$ cat src/rtl/trr_pkg.sv
// trr_pkg: shared types, codes and constants of the tftp read receiver
// used by trr_core.sv, trr_skid.sv and tftp_read_receiver.sv
package trr_pkg;

    localparam int MAX_BLOCK_DEF = 8192;

    localparam logic [15:0] OP_DATA  = 16'd3;
    localparam logic [15:0] OP_ERROR = 16'd5;
    localparam logic [15:0] OP_OACK  = 16'd6;

    localparam logic [13:0] HDR_LEN  = 14'd4;
    localparam logic [13:0] MIN_SIZE = 14'd512;
    localparam logic [13:0] TOP_SIZE = 14'd8192;

    localparam logic [13:0] BLOCK_SIZE_RST  = 14'd4096;
    localparam logic [7:0]  RETRY_LIMIT_RST = 8'd12;
    localparam logic [8:0]  RETRY_SAT       = 9'h1FF;

    localparam logic CMD_PACKET = 1'b0;

    typedef enum logic [1:0] {
        SEND_NONE   = 2'd0,
        SEND_ACK    = 2'd1,
        SEND_RESEND = 2'd2
    } t_send_kind;

    typedef enum logic [1:0] {
        ST_RUNNING = 2'd0,
        ST_DONE    = 2'd1,
        ST_ERROR   = 2'd2,
        ST_TIMEOUT = 2'd3
    } t_status;

    // configuration register indexes
    typedef enum logic {
        REG_BLOCK_SIZE  = 1'b0,
        REG_RETRY_LIMIT = 1'b1
    } t_reg_idx;

    typedef struct packed {
        logic        cmd;
        logic [15:0] opcode;
        logic [15:0] block_number;
        logic [13:0] packet_len;
    } t_item;

    typedef struct packed {
        t_send_kind  send_kind;
        logic [15:0] ack_block;
        logic        resend_request;
        logic        deliver_data;
        logic [13:0] data_bytes;
        t_status     status;
    } t_result;

    typedef struct packed {
        logic [13:0] block_size;
        logic [7:0]  retry_limit;
    } t_cfg;

endpackage

$ cat src/rtl/trr_if.sv
// trr_if: valid/ready channel interfaces for packet events and results
// depends on no other file
interface trr_in_if;
    logic        valid;
    logic        ready;
    logic        cmd;
    logic [15:0] opcode;
    logic [15:0] block_number;
    logic [13:0] packet_len;

    modport source (output valid, cmd, opcode, block_number, packet_len, input ready);
    modport sink   (input valid, cmd, opcode, block_number, packet_len, output ready);
endinterface

interface trr_out_if;
    logic        valid;
    logic        ready;
    logic [1:0]  send_kind;
    logic [15:0] ack_block;
    logic        resend_request;
    logic        deliver_data;
    logic [13:0] data_bytes;
    logic [1:0]  status;

    modport source (output valid, send_kind, ack_block, resend_request, deliver_data,
                    data_bytes, status, input ready);
    modport sink   (input valid, send_kind, ack_block, resend_request, deliver_data,
                    data_bytes, status, output ready);
endinterface

$ cat src/rtl/trr_core.sv
// trr_core: transfer state and per-event decision logic
// depends on trr_pkg
module trr_core #(
    parameter int MAX_BLOCK = trr_pkg::MAX_BLOCK_DEF
) (
    input  logic            i_clk,
    input  logic            i_rst_n,
    input  logic            i_accept,
    input  trr_pkg::t_item  i_item,
    input  trr_pkg::t_cfg   i_cfg,
    output trr_pkg::t_result o_result
);

    localparam int LEN_CAP = MAX_BLOCK + 64;

    logic [15:0]      r_expected_block, n_expected_block;
    logic [8:0]       r_retry_count,    n_retry_count;
    logic [13:0]      r_active_size,    n_active_size;
    logic             r_last_is_request, n_last_is_request;
    logic [15:0]      r_last_ack_number, n_last_ack_number;
    trr_pkg::t_status r_final_status,   n_final_status;

    logic [13:0] len_c;
    logic [13:0] size_c;
    logic [8:0]  retry_inc;
    logic [13:0] data_len;
    trr_pkg::t_result resend;

    always_comb begin
        if ({3'b000, i_item.packet_len} > 17'(LEN_CAP)) begin
            len_c = 14'(LEN_CAP);
        end else begin
            len_c = i_item.packet_len;
        end
        if (i_cfg.block_size < trr_pkg::MIN_SIZE) begin
            size_c = trr_pkg::MIN_SIZE;
        end else if (i_cfg.block_size > trr_pkg::TOP_SIZE) begin
            size_c = trr_pkg::TOP_SIZE;
        end else begin
            size_c = i_cfg.block_size;
        end
        retry_inc = (r_retry_count == trr_pkg::RETRY_SAT) ? r_retry_count
                                                           : r_retry_count + 9'd1;
        data_len  = len_c - trr_pkg::HDR_LEN;

        resend                = '0;
        resend.send_kind      = trr_pkg::SEND_RESEND;
        resend.resend_request = r_last_is_request;
        resend.ack_block      = r_last_is_request ? 16'd0 : r_last_ack_number;
        resend.status         = trr_pkg::ST_RUNNING;
    end

    always_comb begin
        n_expected_block  = r_expected_block;
        n_retry_count     = r_retry_count;
        n_active_size     = r_active_size;
        n_last_is_request = r_last_is_request;
        n_last_ack_number = r_last_ack_number;
        n_final_status    = r_final_status;
        o_result          = '0;
        o_result.send_kind = trr_pkg::SEND_NONE;
        o_result.status    = trr_pkg::ST_RUNNING;

        if (r_final_status != trr_pkg::ST_RUNNING) begin
            o_result.status = r_final_status;
        end else if (i_item.cmd != trr_pkg::CMD_PACKET) begin
            n_retry_count = retry_inc;
            if (retry_inc > {1'b0, i_cfg.retry_limit}) begin
                n_final_status  = trr_pkg::ST_TIMEOUT;
                o_result.status = trr_pkg::ST_TIMEOUT;
            end else begin
                o_result = resend;
            end
        end else if (len_c < trr_pkg::HDR_LEN) begin
            // runt packet, dropped
        end else if (i_item.opcode == trr_pkg::OP_ERROR) begin
            n_final_status  = trr_pkg::ST_ERROR;
            o_result.status = trr_pkg::ST_ERROR;
        end else if (i_item.opcode == trr_pkg::OP_OACK) begin
            n_active_size      = size_c;
            n_last_is_request  = 1'b0;
            n_last_ack_number  = 16'd0;
            n_retry_count      = 9'd0;
            o_result.send_kind = trr_pkg::SEND_ACK;
        end else if (i_item.opcode == trr_pkg::OP_DATA) begin
            if (i_item.block_number == r_expected_block) begin
                n_last_is_request       = 1'b0;
                n_last_ack_number       = i_item.block_number;
                n_retry_count           = 9'd0;
                n_expected_block        = r_expected_block + 16'd1;
                o_result.send_kind      = trr_pkg::SEND_ACK;
                o_result.ack_block      = i_item.block_number;
                o_result.deliver_data   = 1'b1;
                o_result.data_bytes     = data_len;
                // short payload closes the transfer
                if (data_len < r_active_size) begin
                    n_final_status  = trr_pkg::ST_DONE;
                    o_result.status = trr_pkg::ST_DONE;
                end
            end else if (i_item.block_number == r_expected_block - 16'd1) begin
                o_result = resend;
            end
        end
    end

    always_ff @(posedge i_clk) begin
        if (!i_rst_n) begin
            r_expected_block  <= 16'd1;
            r_retry_count     <= 9'd0;
            r_active_size     <= trr_pkg::MIN_SIZE;
            r_last_is_request <= 1'b1;
            r_last_ack_number <= 16'd0;
            r_final_status    <= trr_pkg::ST_RUNNING;
        end else if (i_accept) begin
            r_expected_block  <= n_expected_block;
            r_retry_count     <= n_retry_count;
            r_active_size     <= n_active_size;
            r_last_is_request <= n_last_is_request;
            r_last_ack_number <= n_last_ack_number;
            r_final_status    <= n_final_status;
        end
    end

endmodule

$ cat src/rtl/trr_skid.sv
// trr_skid: result register with one skid entry behind it
// depends on trr_pkg
module trr_skid (
    input  logic             i_clk,
    input  logic             i_rst_n,
    input  logic             i_valid,
    output logic             o_ready,
    input  trr_pkg::t_result i_data,
    output logic             o_valid,
    input  logic             i_ready,
    output trr_pkg::t_result o_data
);

    logic             r_out_valid;
    trr_pkg::t_result r_out;
    logic             r_skid_valid;
    trr_pkg::t_result r_skid;
    logic             drain;
    logic             take;

    assign o_ready = !r_skid_valid;
    assign o_valid = r_out_valid;
    assign o_data  = r_out;
    assign drain   = r_out_valid && i_ready;
    assign take    = i_valid && !r_skid_valid;

    always_ff @(posedge i_clk) begin
        if (!i_rst_n) begin
            r_out_valid  <= 1'b0;
            r_skid_valid <= 1'b0;
        end else if (r_skid_valid) begin
            if (drain) begin
                r_out_valid  <= 1'b1;
                r_skid_valid <= 1'b0;
            end
        end else if (take) begin
            if (!r_out_valid || drain) begin
                r_out_valid <= 1'b1;
            end else begin
                r_skid_valid <= 1'b1;
            end
        end else if (drain) begin
            r_out_valid <= 1'b0;
        end
    end

    always_ff @(posedge i_clk) begin
        if (r_skid_valid) begin
            if (drain) begin
                r_out <= r_skid;
            end
        end else if (take) begin
            if (!r_out_valid || drain) begin
                r_out <= i_data;
            end else begin
                r_skid <= i_data;
            end
        end
    end

endmodule

$ cat src/rtl/tftp_read_receiver.sv
// tftp_read_receiver: top level of the tftp read transfer receiver
// depends on trr_pkg, trr_if, trr_core and trr_skid
//
//   channel   dir  handshake          payload
//   i_pkt     in   valid/ready        cmd, opcode, block_number, packet_len
//   o_res     out  valid/ready        send_kind, ack_block, resend_request,
//                                     deliver_data, data_bytes, status
//   apb       in   psel/penable       block_size @0x0, retry_limit @0x4
//
// one event per cycle while i_pkt.ready is high: state updates at the transfer edge,
// and the result is registered into the output register, or the skid entry if that is full
// a two-entry output buffer keeps i_pkt ready while one result waits
// i_pkt.ready drops only when both output entries are full
// synchronous active-low reset restores transfer state and register defaults
module tftp_read_receiver #(
    parameter int MAX_BLOCK = trr_pkg::MAX_BLOCK_DEF
) (
    input  logic        i_clk,
    input  logic        i_rst_n,
    trr_in_if.sink      i_pkt,
    trr_out_if.source   o_res,
    input  logic        psel,
    input  logic        penable,
    input  logic        pwrite,
    input  logic [2:0]  paddr,
    input  logic [31:0] pwdata,
    output logic [31:0] prdata,
    output logic        pready
);

    trr_pkg::t_cfg    r_cfg;
    trr_pkg::t_item   item;
    trr_pkg::t_result result;
    trr_pkg::t_result res_q;
    trr_pkg::t_reg_idx reg_idx;
    logic             accept;
    logic             in_ready;
    logic             cfg_wr;

    assign pready  = 1'b1;
    assign reg_idx = trr_pkg::t_reg_idx'(paddr[2]);
    assign cfg_wr  = psel && penable && pwrite;

    always_ff @(posedge i_clk) begin
        if (!i_rst_n) begin
            r_cfg.block_size  <= trr_pkg::BLOCK_SIZE_RST;
            r_cfg.retry_limit <= trr_pkg::RETRY_LIMIT_RST;
        end else if (cfg_wr) begin
            case (reg_idx)
                trr_pkg::REG_BLOCK_SIZE:  r_cfg.block_size  <= pwdata[13:0];
                trr_pkg::REG_RETRY_LIMIT: r_cfg.retry_limit <= pwdata[7:0];
                default: ;
            endcase
        end
    end

    always_comb begin
        case (reg_idx)
            trr_pkg::REG_BLOCK_SIZE:  prdata = {18'd0, r_cfg.block_size};
            trr_pkg::REG_RETRY_LIMIT: prdata = {24'd0, r_cfg.retry_limit};
            default:                  prdata = 32'd0;
        endcase
    end

    assign item.cmd          = i_pkt.cmd;
    assign item.opcode       = i_pkt.opcode;
    assign item.block_number = i_pkt.block_number;
    assign item.packet_len   = i_pkt.packet_len;
    assign i_pkt.ready       = in_ready;
    assign accept            = i_pkt.valid && in_ready;

    trr_core #(
        .MAX_BLOCK (MAX_BLOCK)
    ) u_core (
        .i_clk    (i_clk),
        .i_rst_n  (i_rst_n),
        .i_accept (accept),
        .i_item   (item),
        .i_cfg    (r_cfg),
        .o_result (result)
    );

    trr_skid u_skid (
        .i_clk   (i_clk),
        .i_rst_n (i_rst_n),
        .i_valid (i_pkt.valid),
        .o_ready (in_ready),
        .i_data  (result),
        .o_valid (o_res.valid),
        .i_ready (o_res.ready),
        .o_data  (res_q)
    );

    assign o_res.send_kind      = res_q.send_kind;
    assign o_res.ack_block      = res_q.ack_block;
    assign o_res.resend_request = res_q.resend_request;
    assign o_res.deliver_data   = res_q.deliver_data;
    assign o_res.data_bytes     = res_q.data_bytes;
    assign o_res.status         = res_q.status;

endmodule

$ cat src/flat_wrapper.sv
// flat-port wrapper written by rule: the top's interface ports become plain ports
module tftp_read_receiver_flat 
#(
    parameter int MAX_BLOCK = trr_pkg::MAX_BLOCK_DEF
)
  (i_clk, i_rst_n, psel, penable, pwrite, paddr, pwdata, prdata, pready, i_pkt_valid, i_pkt_cmd, i_pkt_opcode, i_pkt_block_number, i_pkt_packet_len, i_pkt_ready, o_res_valid, o_res_send_kind, o_res_ack_block, o_res_resend_request, o_res_deliver_data, o_res_data_bytes, o_res_status, o_res_ready);
  trr_in_if i_pkt_i ();
  trr_out_if o_res_i ();
  input  logic i_clk;
  input  logic i_rst_n;
  input  logic psel;
  input  logic penable;
  input  logic pwrite;
  input  logic [2:0] paddr;
  input  logic [31:0] pwdata;
  output logic [31:0] prdata;
  output logic pready;
  input wire logic [$bits(i_pkt_i.valid)-1:0] i_pkt_valid;
  input wire logic [$bits(i_pkt_i.cmd)-1:0] i_pkt_cmd;
  input wire logic [$bits(i_pkt_i.opcode)-1:0] i_pkt_opcode;
  input wire logic [$bits(i_pkt_i.block_number)-1:0] i_pkt_block_number;
  input wire logic [$bits(i_pkt_i.packet_len)-1:0] i_pkt_packet_len;
  output wire logic [$bits(i_pkt_i.ready)-1:0] i_pkt_ready;
  output wire logic [$bits(o_res_i.valid)-1:0] o_res_valid;
  output wire logic [$bits(o_res_i.send_kind)-1:0] o_res_send_kind;
  output wire logic [$bits(o_res_i.ack_block)-1:0] o_res_ack_block;
  output wire logic [$bits(o_res_i.resend_request)-1:0] o_res_resend_request;
  output wire logic [$bits(o_res_i.deliver_data)-1:0] o_res_deliver_data;
  output wire logic [$bits(o_res_i.data_bytes)-1:0] o_res_data_bytes;
  output wire logic [$bits(o_res_i.status)-1:0] o_res_status;
  input wire logic [$bits(o_res_i.ready)-1:0] o_res_ready;
  assign i_pkt_i.valid = i_pkt_valid;
  assign i_pkt_i.cmd = i_pkt_cmd;
  assign i_pkt_i.opcode = i_pkt_opcode;
  assign i_pkt_i.block_number = i_pkt_block_number;
  assign i_pkt_i.packet_len = i_pkt_packet_len;
  assign i_pkt_ready = i_pkt_i.ready;
  assign o_res_valid = o_res_i.valid;
  assign o_res_send_kind = o_res_i.send_kind;
  assign o_res_ack_block = o_res_i.ack_block;
  assign o_res_resend_request = o_res_i.resend_request;
  assign o_res_deliver_data = o_res_i.deliver_data;
  assign o_res_data_bytes = o_res_i.data_bytes;
  assign o_res_status = o_res_i.status;
  assign o_res_i.ready = o_res_ready;
  tftp_read_receiver #(.MAX_BLOCK(MAX_BLOCK)) u_core (.i_clk(i_clk), .i_rst_n(i_rst_n), .i_pkt(i_pkt_i), .o_res(o_res_i), .psel(psel), .penable(penable), .pwrite(pwrite), .paddr(paddr), .pwdata(pwdata), .prdata(prdata), .pready(pready));
endmodule
$ cat config.mk
export PLATFORM = sky130hd
export DESIGN_NAME = tftp_read_receiver_flat
export DESIGN_NICKNAME = d
export VERILOG_FILES = /design/src/rtl/trr_pkg.sv /design/src/rtl/trr_if.sv /design/src/rtl/trr_core.sv /design/src/rtl/trr_skid.sv /design/src/rtl/tftp_read_receiver.sv /design/src/flat_wrapper.sv
export SDC_FILE = /design/constraint.sdc
export NUM_CORES = 1
export LEC_CHECK = 0
export BUFFER_PORTS_ARGS = -buffer_cell sky130_fd_sc_hd__buf_2
export CORE_MARGIN = 4
export CORE_UTILIZATION = 58
export CTS_BUF_LIST = sky130_fd_sc_hd__clkbuf_4
export DETAILED_ROUTE_END_ITERATION = 7
export GPL_TIMING_DRIVEN = 0
export PLACE_DENSITY = 0.83
export SYNTH_ARGS = -nofsm -noshare
export SYNTH_HDL_FRONTEND = slang
export SYNTH_SLANG_ARGS = --single-unit
$ cat constraint.sdc
create_clock -name i_clk -period 5.1 [get_ports i_clk]
set_clock_uncertainty 0.1 [all_clocks]
set_input_delay 1.02 -clock i_clk [delete_from_list [all_inputs] [get_ports i_clk]]
set_output_delay 1.02 -clock i_clk [all_outputs]
set_load 0.02 [all_outputs]
Word level (Yosys, flattened, before mapping). Cells that the tools add are included.

Memories kept: 0. Word-level logic and storage cells: 142. Memory bits (writable): 0. Register bits: 154. Bits in read-only memories: 0. Output and inout bits: 71. Bits in latches: 0. Input bits: 89.

Multiply operators: 0. Bitwise logic cells: 8. Divide/modulo/power cells: 0. $add $sub $neg: 4. Equal/unequal tests: 12. Muxes and demuxes: 62. Shifts and indexed selects: 0. Order comparisons: 6. Reduce and logical (&&, ||, !) cells: 28.

Operators with widths (number): 36-bit two-way mux (15); 34-bit two-way mux (4); 16-bit two-way mux (4); 32-bit one-hot mux with 2 select lines (1); 9-bit two-way mux (7); 14-bit two-way mux (3); 16-bit == test (2); 16-bit by 3-bit == test with 1-bit output, second input constant (2); 14-bit greater-than comparator, second input constant (2); 2-bit two-way mux (12); 18-bit two-way mux (1); 17-bit two-way mux (1); 16-bit by 1-bit adder with 16-bit output, second input constant (1); 16-bit by 2-bit == test with 1-bit output, second input constant (1); 8-bit AND reduction (2); 16-bit by 1-bit subtractor with 16-bit output, second input constant (1); 3-bit nonzero test (5); 14-bit by 10-bit less-than comparator with 1-bit output, second input constant (1); 14-bit less-than comparator (1); 14-bit by 3-bit less-than comparator with 1-bit output, second input constant (1); 1-bit two-way mux (14); 14-bit by 3-bit subtractor with 14-bit output, second input constant (1); 6-bit AND reduction (2); 2-bit nonzero test (6); 13 further kinds (30).

Longest topological paths before layout. Gate-level depths: netlist (run 1).

Word-level depth: 20. Gate-level depth with buffers: 17. Mapped depth without buffers: 16.

Cells and area by module. Synthesis (run 1) repeated with hierarchy kept, for this count alone.

Cell total of the unflattened synthesis: 933. Area total of the unflattened synthesis: 8867.3 µm².

By module, submodules not included: trr_core (cells each 677, area each 4967.3 µm², times used 1, seq. area each 1161.1 µm²); trr_skid (cells each 126, area each 2707.6 µm², times used 1, seq. area each 2202.1 µm²); tftp_read_receiver (cells each 130, area each 1192.4 µm², times used 1, seq. area each 440.4 µm²).

Worst setup path before layout (run 1). OpenSTA, ideal clock, no wires.

Kind: input -> register. Start point: input i_pkt_packet_len[9]. End point: register u_core.u_skid.r_out (netlist bit u_core.u_skid.o_data[0]), data pin. Library setup time: 0.160 ns. Data required time: 4.840 ns. Setup slack: 0.274 ns. Arrival: 4.566 ns. Stages on the path: 17. Path buffers: 2. Path through: or3_1 > clkbuf_1 > o31ai_1 > nand2_1 > ha_1 > or4b_1 > clkbuf_1 > nor2_1 > xnor2_1 > nor2_1 > ha_1 > a21o_1 > a211oi_1 > o21ai_0 > a211oi_1 > nand3_1 > a41oi_1.

Word-level cells in the longest chain between the ends: 15. Elaborated cells on any way between the ends: 16. Classes of those cells: 1 x add/sub; 3 x order compare; 12 x mux.

RTL lines: start, declared (line flat_wrapper.sv:22) `input wire logic [$bits(i_pkt_i.packet_len)-1:0] i_pkt_packet_len;`; 14-bit greater-than comparator (line trr_core.sv:30) `if ({3'b000, i_item.packet_len} > 17'(LEN_CAP)) begin`; 14-bit two-way mux (*) (line trr_core.sv:30); 14-bit by 3-bit subtractor with 14-bit output (line trr_core.sv:44) `data_len = len_c - trr_pkg::HDR_LEN;`; 14-bit less-than comparator (line trr_core.sv:96) `if (data_len < r_active_size) begin`; 1-bit two-way mux (line trr_core.sv:96); 17-bit two-way mux (line trr_core.sv:86) `if (i_item.block_number == r_expected_block) begin`; 36-bit two-way mux (line trr_core.sv:85) `end else if (i_item.opcode == trr_pkg::OP_DATA) begin`; 34-bit two-way mux (line trr_core.sv:79) `end else if (i_item.opcode == trr_pkg::OP_OACK) begin`; 2-bit two-way mux (line trr_core.sv:76) `end else if (i_item.opcode == trr_pkg::OP_ERROR) begin`; 36-bit two-way mux (*) (line trr_core.sv:74) `end else if (len_c < trr_pkg::HDR_LEN) begin`; 36-bit two-way mux (*) (line trr_core.sv:66) `end else if (i_item.cmd != trr_pkg::CMD_PACKET) begin`; 2-bit two-way mux (*) (line trr_core.sv:64) `if (r_final_status != trr_pkg::ST_RUNNING) begin`; 36-bit two-way mux (*) (line trr_skid.sv:53) `if (!r_out_valid || drain) begin`; 36-bit two-way mux (*) (line trr_skid.sv:52) `end else if (take) begin`; 36-bit two-way mux (*) (line trr_skid.sv:48) `if (r_skid_valid) begin`; end signal, assigned (line trr_skid.sv:50) `r_out <= r_skid;`; end signal, assigned (line trr_skid.sv:54) `r_out <= i_data;`; end, declared (line trr_skid.sv:15) `trr_pkg::t_result r_out;`.

Every way passes the cells marked *; elsewhere a longest branch is shown, timed or not. The select of a mux whose other input is x is not followed. A chain may end at the register's enable or synchronous reset.

Final worst setup path (run 1). Ends and elaborated chain as after synthesis.

==> results of run 1 <==
==> cells by family (layout without fill, tap and decap cells) <==
logic type               Yosys count  after routing  share of synthesized area, %
AND/OR/NAND/NOR                  367            367                          21.6
buffers and inverters            125            279                          6.81
other                              2             20                        0.0866
AO/OA/AOI/OAI                    197            197                          15.9
adder cells (fa/ha/maj)           25             25                          3.61
multiplexers                      30             30                          3.77
flip-flops                       154            154                          43.9
XOR/XNOR                          42             42                          4.41
==> power by group <==
group	leakage, nW	switching (mW)	internal (mW)	total [mW]
clock network	0.144	0.451	0.249	0.701
logic	2.37	0.203	0.131	0.334
registers	1.41	0.0206	1.32	1.34
==> worst min path at each step <==
| stage | start | endpoint | cells after the start |
|---|---|---|---|
| 2_1_floorplan | u_core.u_core.r_last_ack_number[10]$_SDFFE_PN0P_ | u_core.u_core.r_last_ack_number[10]$_SDFFE_PN0P_ | 2 |
| 3_3_place_gp | u_core.u_core.r_last_ack_number[12]$_SDFFE_PN0P_ | u_core.u_core.r_last_ack_number[12]$_SDFFE_PN0P_ | 2 |
| 3_5_place_dp | u_core.u_core.r_last_ack_number[10]$_SDFFE_PN0P_ | u_core.u_core.r_last_ack_number[10]$_SDFFE_PN0P_ | 2 |
| 4_1_cts | u_core.u_core.r_last_ack_number[10]$_SDFFE_PN0P_ | u_core.u_core.r_last_ack_number[10]$_SDFFE_PN0P_ | 2 |
| 5_1_grt | u_core.u_core.r_last_ack_number[10]$_SDFFE_PN0P_ | u_core.u_core.r_last_ack_number[10]$_SDFFE_PN0P_ | 2 |
| 6_report | u_core.u_core.r_last_ack_number[9]$_SDFFE_PN0P_ | u_core.u_core.r_last_ack_number[9]$_SDFFE_PN0P_ | 2 |
==> state kept, by name (all words and copies together) (netlist names) <==
register	flops
u_core.u_core.r_last_is_request	1
u_core.u_skid.r_skid	36
u_core.u_skid.r_skid_valid	1
u_core.u_core.r_expected_block	16
u_core.u_skid.o_data	36
u_core.u_skid.o_valid	1
u_core.u_core.r_last_ack_number	16
u_core.u_core.r_retry_count	9
u_core.r_cfg	22
u_core.u_core.r_final_status	2
u_core.u_core.r_active_size	14
==> synth_stat cells, drive strengths merged (6+ instances only) <==
library cell | number | area share (%)
a21boi | 51 | 4.4
a21o | 6 | 0.52
a21oi | 18 | 1.1
a22o | 6 | 0.61
a31oi | 20 | 1.5
and2 | 29 | 2.1
and3 | 6 | 0.43
buf | 33 | 2.8
clkbuf | 41 | 1.8
dfxtp | 82 | 19
edfxtp | 72 | 25
ha | 25 | 3.6
inv | 51 | 2.2
mux2 | 21 | 2.7
mux2i | 9 | 1.0
nand2 | 140 | 6.1
nand2b | 10 | 0.72
nand3 | 41 | 2.4
nand4 | 11 | 0.79
nor2 | 42 | 1.8
nor2b | 14 | 1.0
nor3 | 22 | 1.4
nor4 | 13 | 1.2
o21ai | 35 | 2.0
o31ai | 23 | 2.0
or3 | 7 | 0.50
or4 | 7 | 0.69
xnor2 | 26 | 2.8
xor2 | 16 | 1.6
==> layout make-up <==
| type | instances | area [um^2] | share of cell area (%) |
|---|---|---|---|
| Clock inverter | 14 | 124 | 1.25 |
| Inverter | 51 | 191 | 1.93 |
| Buffer | 74 | 399 | 4.03 |
| Multi-Input combinational cell | 680 | 4370 | 44.0 |
| Clock buffer | 18 | 135 | 1.36 |
| Tap cell | 184 | 230 | 2.32 |
| Sequential cell | 154 | 3800 | 38.4 |
| Antenna cell | 1 | 2.50 | 0.0252 |
| Timing Repair Buffer | 122 | 662 | 6.68 |
==> per-stage QoR <==
| step | instances | instance area (um^2) |
|---|---|---|
| after detailed placement | 1265 | 9640 |
| final | 1298 | 9910 |
| after floorplan | 959 | 8740 |
| after global placement | 1260 | 9550 |
| after CTS | 1297 | 9900 |
| after global routing | 1298 | 9910 |
==> routing by layer <==
layer / GRT usage, % / vias to the layer above
li1: - / 3643
met1: 34.4 / 3469
met2: 40.0 / 274
met3: 4.63 / 44
met4: 8.50 / 0
met5: 0 / -
==> worst min-delay path, cell delays in order, from the launching register on <==
cell,delay (ns)
dfxtp_1,0.34
nand2_1,0.05
a21boi_1,0.05
==> flow_summary_export.csv, run 1 <==
group,metric,value,unit
status,outcome,"complete, no violations",
final_layout,drive_gt1_share,20.8,%
logic_synthesis,syn_avg_cell_area,9.21,um^2
clock_network,clk_latency,0.57,ns
timing,worst_pin_slew,0.829,ns
setup_path,r2r-end,"u_core.u_skid.r_skid[25]$_DFFE_PP_",
clock_network,cts_setup_buffers,0,
logic_synthesis,yosys_warnings,0,
logic_synthesis,ys.flop_type,"dfxtp_1",
timing,finalSetupTns,0,ns
logic_synthesis,synth_edf_count,72,
setup_path,ff2ff_path_depth,14,
clock_network,clock_sinks,154,
setup_path,rr_startpoint,"u_core.u_core.r_retry_count[0]$_SDFFE_PN0P_",
timing,max_freq,208,MHz
flow_run,max-cap-violations,0,
setup_path,cp_max_fo,9,
route,wl,21100,um
power_and_ir_drop,leakage,3.92,nW
setup_path,cp.arrival,5.10,ns
logic_synthesis,synth_seq_cells,154,
logic_synthesis,syn_area,8670,um^2
route,dr.max_layer_used,"met4",
setup_path,cpLargestDelayFamily,"compound AO/OA/AOI/OAI gates",
final_layout,final_common_cell,"nand2_1",
floorplanning,ios,160,
route,wl_met1,9520,um
route,vias,7430,
power_and_ir_drop,max-vdd-ir-drop,0.154,mV
power_and_ir_drop,power,2.38,mW
floorplanning,coreArea,14600,um^2
power_and_ir_drop,power.density,240,nW/um^2
route,drt_first_pass_iters,5,
global_route,grt_start_max_net_pins,20,
timing,hold_ws,0.368,ns
timing,setup_viol,0,
floorplanning,die_h,130,um
setup_path,path_buf_inv,4,
final_layout,final_util,68.0,%
global_route,antenna_found_initial,1,
timing,post-route-period-util,94.1,%
setup_path,cp_cell_sequence,"buf_2 > or3_1 > clkbuf_1 > o31ai_4 > nand2_1 > ha_1 > or4b_1 > clkbuf_1 > nor2_1 > xor2_1 > a21oi_1 > inv_1 > ha_1 > o21ai_0 > o21ai_0 > a211oi_1 > nand3_1 > a41oi_1",
timing,slew_headroom,44.3,%
place,hpwlAfterDp,16200,um
timing,setup_slack,0.300,ns
clock_network,root_buffer,"clkbuf_4",
setup_path,required,5.40,ns
timing,rsz0062_at_grt,"no",
setup_path,critPathMaxStageDelay,0.48,ns
logic_synthesis,syn-instance-count,942,
hold_path,hold_class,"flip-flop to flip-flop",
clock_network,htreeDepth,4,
floorplanning,die_w,130,um
timing,hold_viol,0,
setup_path,setup.worst_path.start_class,"input pin",
logic_synthesis,async_flop_share,0,%
setup_path,slowest_stage,"o31ai_4",
route,wl_met3,1370,um
floorplanning,fp-row-count,44,
setup_path,crit_cells,18,
place,gp_congestion,0.930,
place,pre_cts_ws,-0.587,ns
global_route,track_usage,25.1,%
clock_network,cts_resized,0,
clock_network,numCtsBuffers,17,
final_layout,fin_nets,1214,
setup_path,crit_end,"u_core.u_skid.o_data[0]$_DFFE_PP_",
logic_synthesis,yosys.cell_types.count,74,
global_route,grt_first_pass_wirelength,33800,um
route,route.detailed.drc,0,
global_route,grt_pass1_vias,6798,
clock_network,clk_pin_slew,0.14,ns
clock_network,ctsHoldBuffers,0,
place,io_buffers,117,
floorplanning,die_area,17000,um^2
route,viasPerCell,5.72,
setup_path,startpoint,"i_pkt_packet_len[9]",
final_layout,final_cell_mix,"140 x nand2_1, 124 x buf_2, 82 x dfxtp_1",
route,ant_nets,0,
timing,maxSlewViolCount,0,
route,drtIter0Drc,819,
final_layout,areaGrowthSynthToFinish,14.3,%
route,post_drt_wl_per_cell,16.3,um
setup_path,r2r_setup_slack,0.96,ns
timing,finalCriticalPeriod,4.80,ns
setup_path,path_class,"input pin to flip-flop",
clock_network,cts_buffer_depth,2,
global_route,grt_overflow,0,
clock_network,cts_tree,"yes",
floorplanning,start_util,59.4,%
route,wl_met2,9710,um
logic_synthesis,ys_seq_area_share,43.9,%
final_layout,fillers,1182,
setup_path,end_kind,"flip-flop",
(Power assumes the default switching activity.)
==> inputs of run 2 (changes only) <==
==> constraint.sdc (replaced) <==
create_clock -name i_clk -period 5.4 [get_ports i_clk]
set_clock_uncertainty 0.1 [all_clocks]
set_input_delay 1.08 -clock i_clk [delete_from_list [all_inputs] [get_ports i_clk]]
set_output_delay 1.08 -clock i_clk [all_outputs]
set_load 0.02 [all_outputs]
==> run 2 against run 1 <==
Against the previous run: register-to-register slack improved by 0.29 ns; final cell count unchanged; die area unchanged; hold slack about the same; first-iteration DRC count decreased by 6.0%; non-clock buffer count unchanged; combinational power decreased by 6%; sequential cell count unchanged; setup slack improved by 0.074 ns; design area about the same; clock power decreased by 5.4%; total power decreased by 5.5%; largest power group unchanged.
==> flow_summary_export.csv, run 2 (synthesized netlist as in run 1, its figures left out) <==
group,metric,value,unit
setup_path,setup.worst_path.start_class,"input pin",
route,wl,21200,um
hold_path,whs_path_depth,2,
hold_path,hold_start,"u_core.u_core.r_last_ack_number[10]$_SDFFE_PN0P_",
final_layout,fin_nets,1214,
clock_network,clk_latency,0.57,ns
global_route,grt_first_pass_wirelength,33800,um
clock_network,root_buffer,"clkbuf_4",
setup_path,r2r_setup_slack,1.25,ns
route,post_drt_wl_per_cell,16.3,um
setup_path,required,5.71,ns
final_layout,final_common_cell,"nand2_1",
timing,maxSlewViolCount,0,
route,ant_nets,0,
place,io_buffers,117,
status,outcome,"complete, no violations",
power_and_ir_drop,leakage,3.92,nW
setup_path,rr_startpoint,"u_core.u_core.r_retry_count[0]$_SDFFE_PN0P_",
floorplanning,start_util,59.4,%
clock_network,clock_sinks,154,
global_route,grt_overflow,0,
floorplanning,die_h,130,um
setup_path,cp_max_fo,9,
floorplanning,ios,160,
route,drt_first_pass_iters,5,
setup_path,ff2ff_path_depth,14,
final_layout,areaGrowthSynthToFinish,14.2,%
setup_path,r2r-end,"u_core.u_skid.r_skid[25]$_DFFE_PP_",
final_layout,final_util,67.9,%
place,hpwlAfterDp,16200,um
place,gp_congestion,0.930,
floorplanning,die_area,17000,um^2
setup_path,end_kind,"flip-flop",
timing,rsz0062_at_grt,"no",
clock_network,cts_tree,"yes",
clock_network,clk_pin_slew,0.14,ns
timing,hold_ws,0.368,ns
timing,hold_viol,0,
global_route,grt_start_max_net_pins,20,
power_and_ir_drop,max-vdd-ir-drop,0.145,mV
final_layout,drive_gt1_share,20.8,%
timing,max_freq,199,MHz
hold_path,hold_class,"flip-flop to flip-flop",
floorplanning,coreArea,14600,um^2
clock_network,numCtsBuffers,17,
timing,worst_pin_slew,0.824,ns
clock_network,htreeDepth,4,
timing,setup_viol,0,
route,vias,7409,
route,route.detailed.drc,0,
clock_network,cts_buffer_depth,2,
hold_path,hold-path-endpoint,"u_core.u_core.r_last_ack_number[10]$_SDFFE_PN0P_",
route,drtIter0Drc,770,
setup_path,path_class,"input pin to flip-flop",
global_route,grt_pass1_vias,6798,
global_route,antenna_found_initial,1,
power_and_ir_drop,power.density,227,nW/um^2
timing,finalCriticalPeriod,5.03,ns
timing,post-route-period-util,93.1,%
timing,slew_headroom,44.5,%
final_layout,final_cell_mix,"140 x nand2_1, 124 x buf_2, 82 x dfxtp_1",
route,viasPerCell,5.71,
global_route,track_usage,25.1,%
floorplanning,fp-row-count,44,
flow_run,max-cap-violations,0,
floorplanning,die_w,130,um
setup_path,cp.arrival,5.33,ns
run 2: cell counts in the layout (fill, tap and decap cells not counted):
No cell type changed its count.
run 2: cell type report:
| cell class | count | area [um^2] |
|---|---|---|
| clock inverter | 14 | 124 |
| sequential | 154 | 3800 |
| antenna | 1 | 2.50 |
| fill | 1181 | 4680 |
| inverter | 51 | 191 |
| multi-input combinational | 680 | 4360 |
| buffer | 74 | 399 |
| timing repair buffer | 122 | 662 |
| clock buffer | 18 | 135 |
| tap | 184 | 230 |
run 2: worst max-delay path by stage:
| stage | from | end | slack, ns | cells after the start |
|---|---|---|---|---|
| final | i_pkt_packet_len[9] | u_core.u_skid.o_data[0]$_DFFE_PP_ | 0.37 | 18 |
| after global routing | i_pkt_packet_len[9] | u_core.u_skid.o_data[0]$_DFFE_PP_ | 0.07 | 18 |
| after CTS | i_pkt_packet_len[9] | u_core.u_skid.o_data[0]$_DFFE_PP_ | 0.26 | 18 |
| after detailed placement | i_pkt_packet_len[9] | u_core.u_skid.o_data[0]$_DFFE_PP_ | -0.35 | 18 |
| after global placement | i_pkt_packet_len[9] | u_core.u_skid.o_data[0]$_DFFE_PP_ | -0.33 | 18 |
| after floorplan | i_pkt_packet_len[9] | u_core.u_skid.o_data[0]$_DFFE_PP_ | 0.51 | 17 |
run 2: per-stage QoR:
step | std cells | worst slack, ns | power, mW | TNS (ns) | instance area (um^2)
detailed placement | 1265 | -0.347 | 1.61 | -0.899 | 9640
global placement | 1260 | -0.327 | 1.59 | -7.78 | 9550
CTS | 1297 | 0.260 | 2.25 | 0 | 9900
finish | 1298 | 0.374 | 2.25 | 0 | 9900
floorplan | 959 | 0.514 | 1.49 | 0 | 8740
global route | 1298 | 0.0698 | 2.33 | 0 | 9900
run 2: critical path, stage by stage:
cell and delay (ns):
buf_2 0.11, or3_1 0.35, clkbuf_1 0.23, o31ai_2 0.61
nand2_1 0.19, ha_1 0.26, or4b_1 0.17, clkbuf_1 0.23
nor2_1 0.09, xor2_1 0.15, a21oi_1 0.33, inv_1 0.11
ha_1 0.32, o21ai_0 0.16, o21ai_0 0.11, a211oi_1 0.34
nand3_1 0.18, a41oi_1 0.29
run 2: repair_timing:
item	in CTS	in global routing
hold buffers	0	0
gates resized for setup	0	1
setup endpoints to repair	0	3
setup buffers	0	0
run 2: metal layers:
metal	up-vias	track usage [%]	routed length [um]	part of all wire [%]
met5	-	0	0	0
met4	0	8.50	469	2.2
met3	35	4.63	1380	6.5
met2	297	40.0	9750	46
met1	3445	34.4	9570	45
li1	3632	-	-	-
run 2: power breakdown:
group	leakage, nW	switching [mW]	internal (mW)
combinational	2.37	0.191	0.124
sequential	1.41	0.0195	1.25
clock	0.144	0.428	0.236
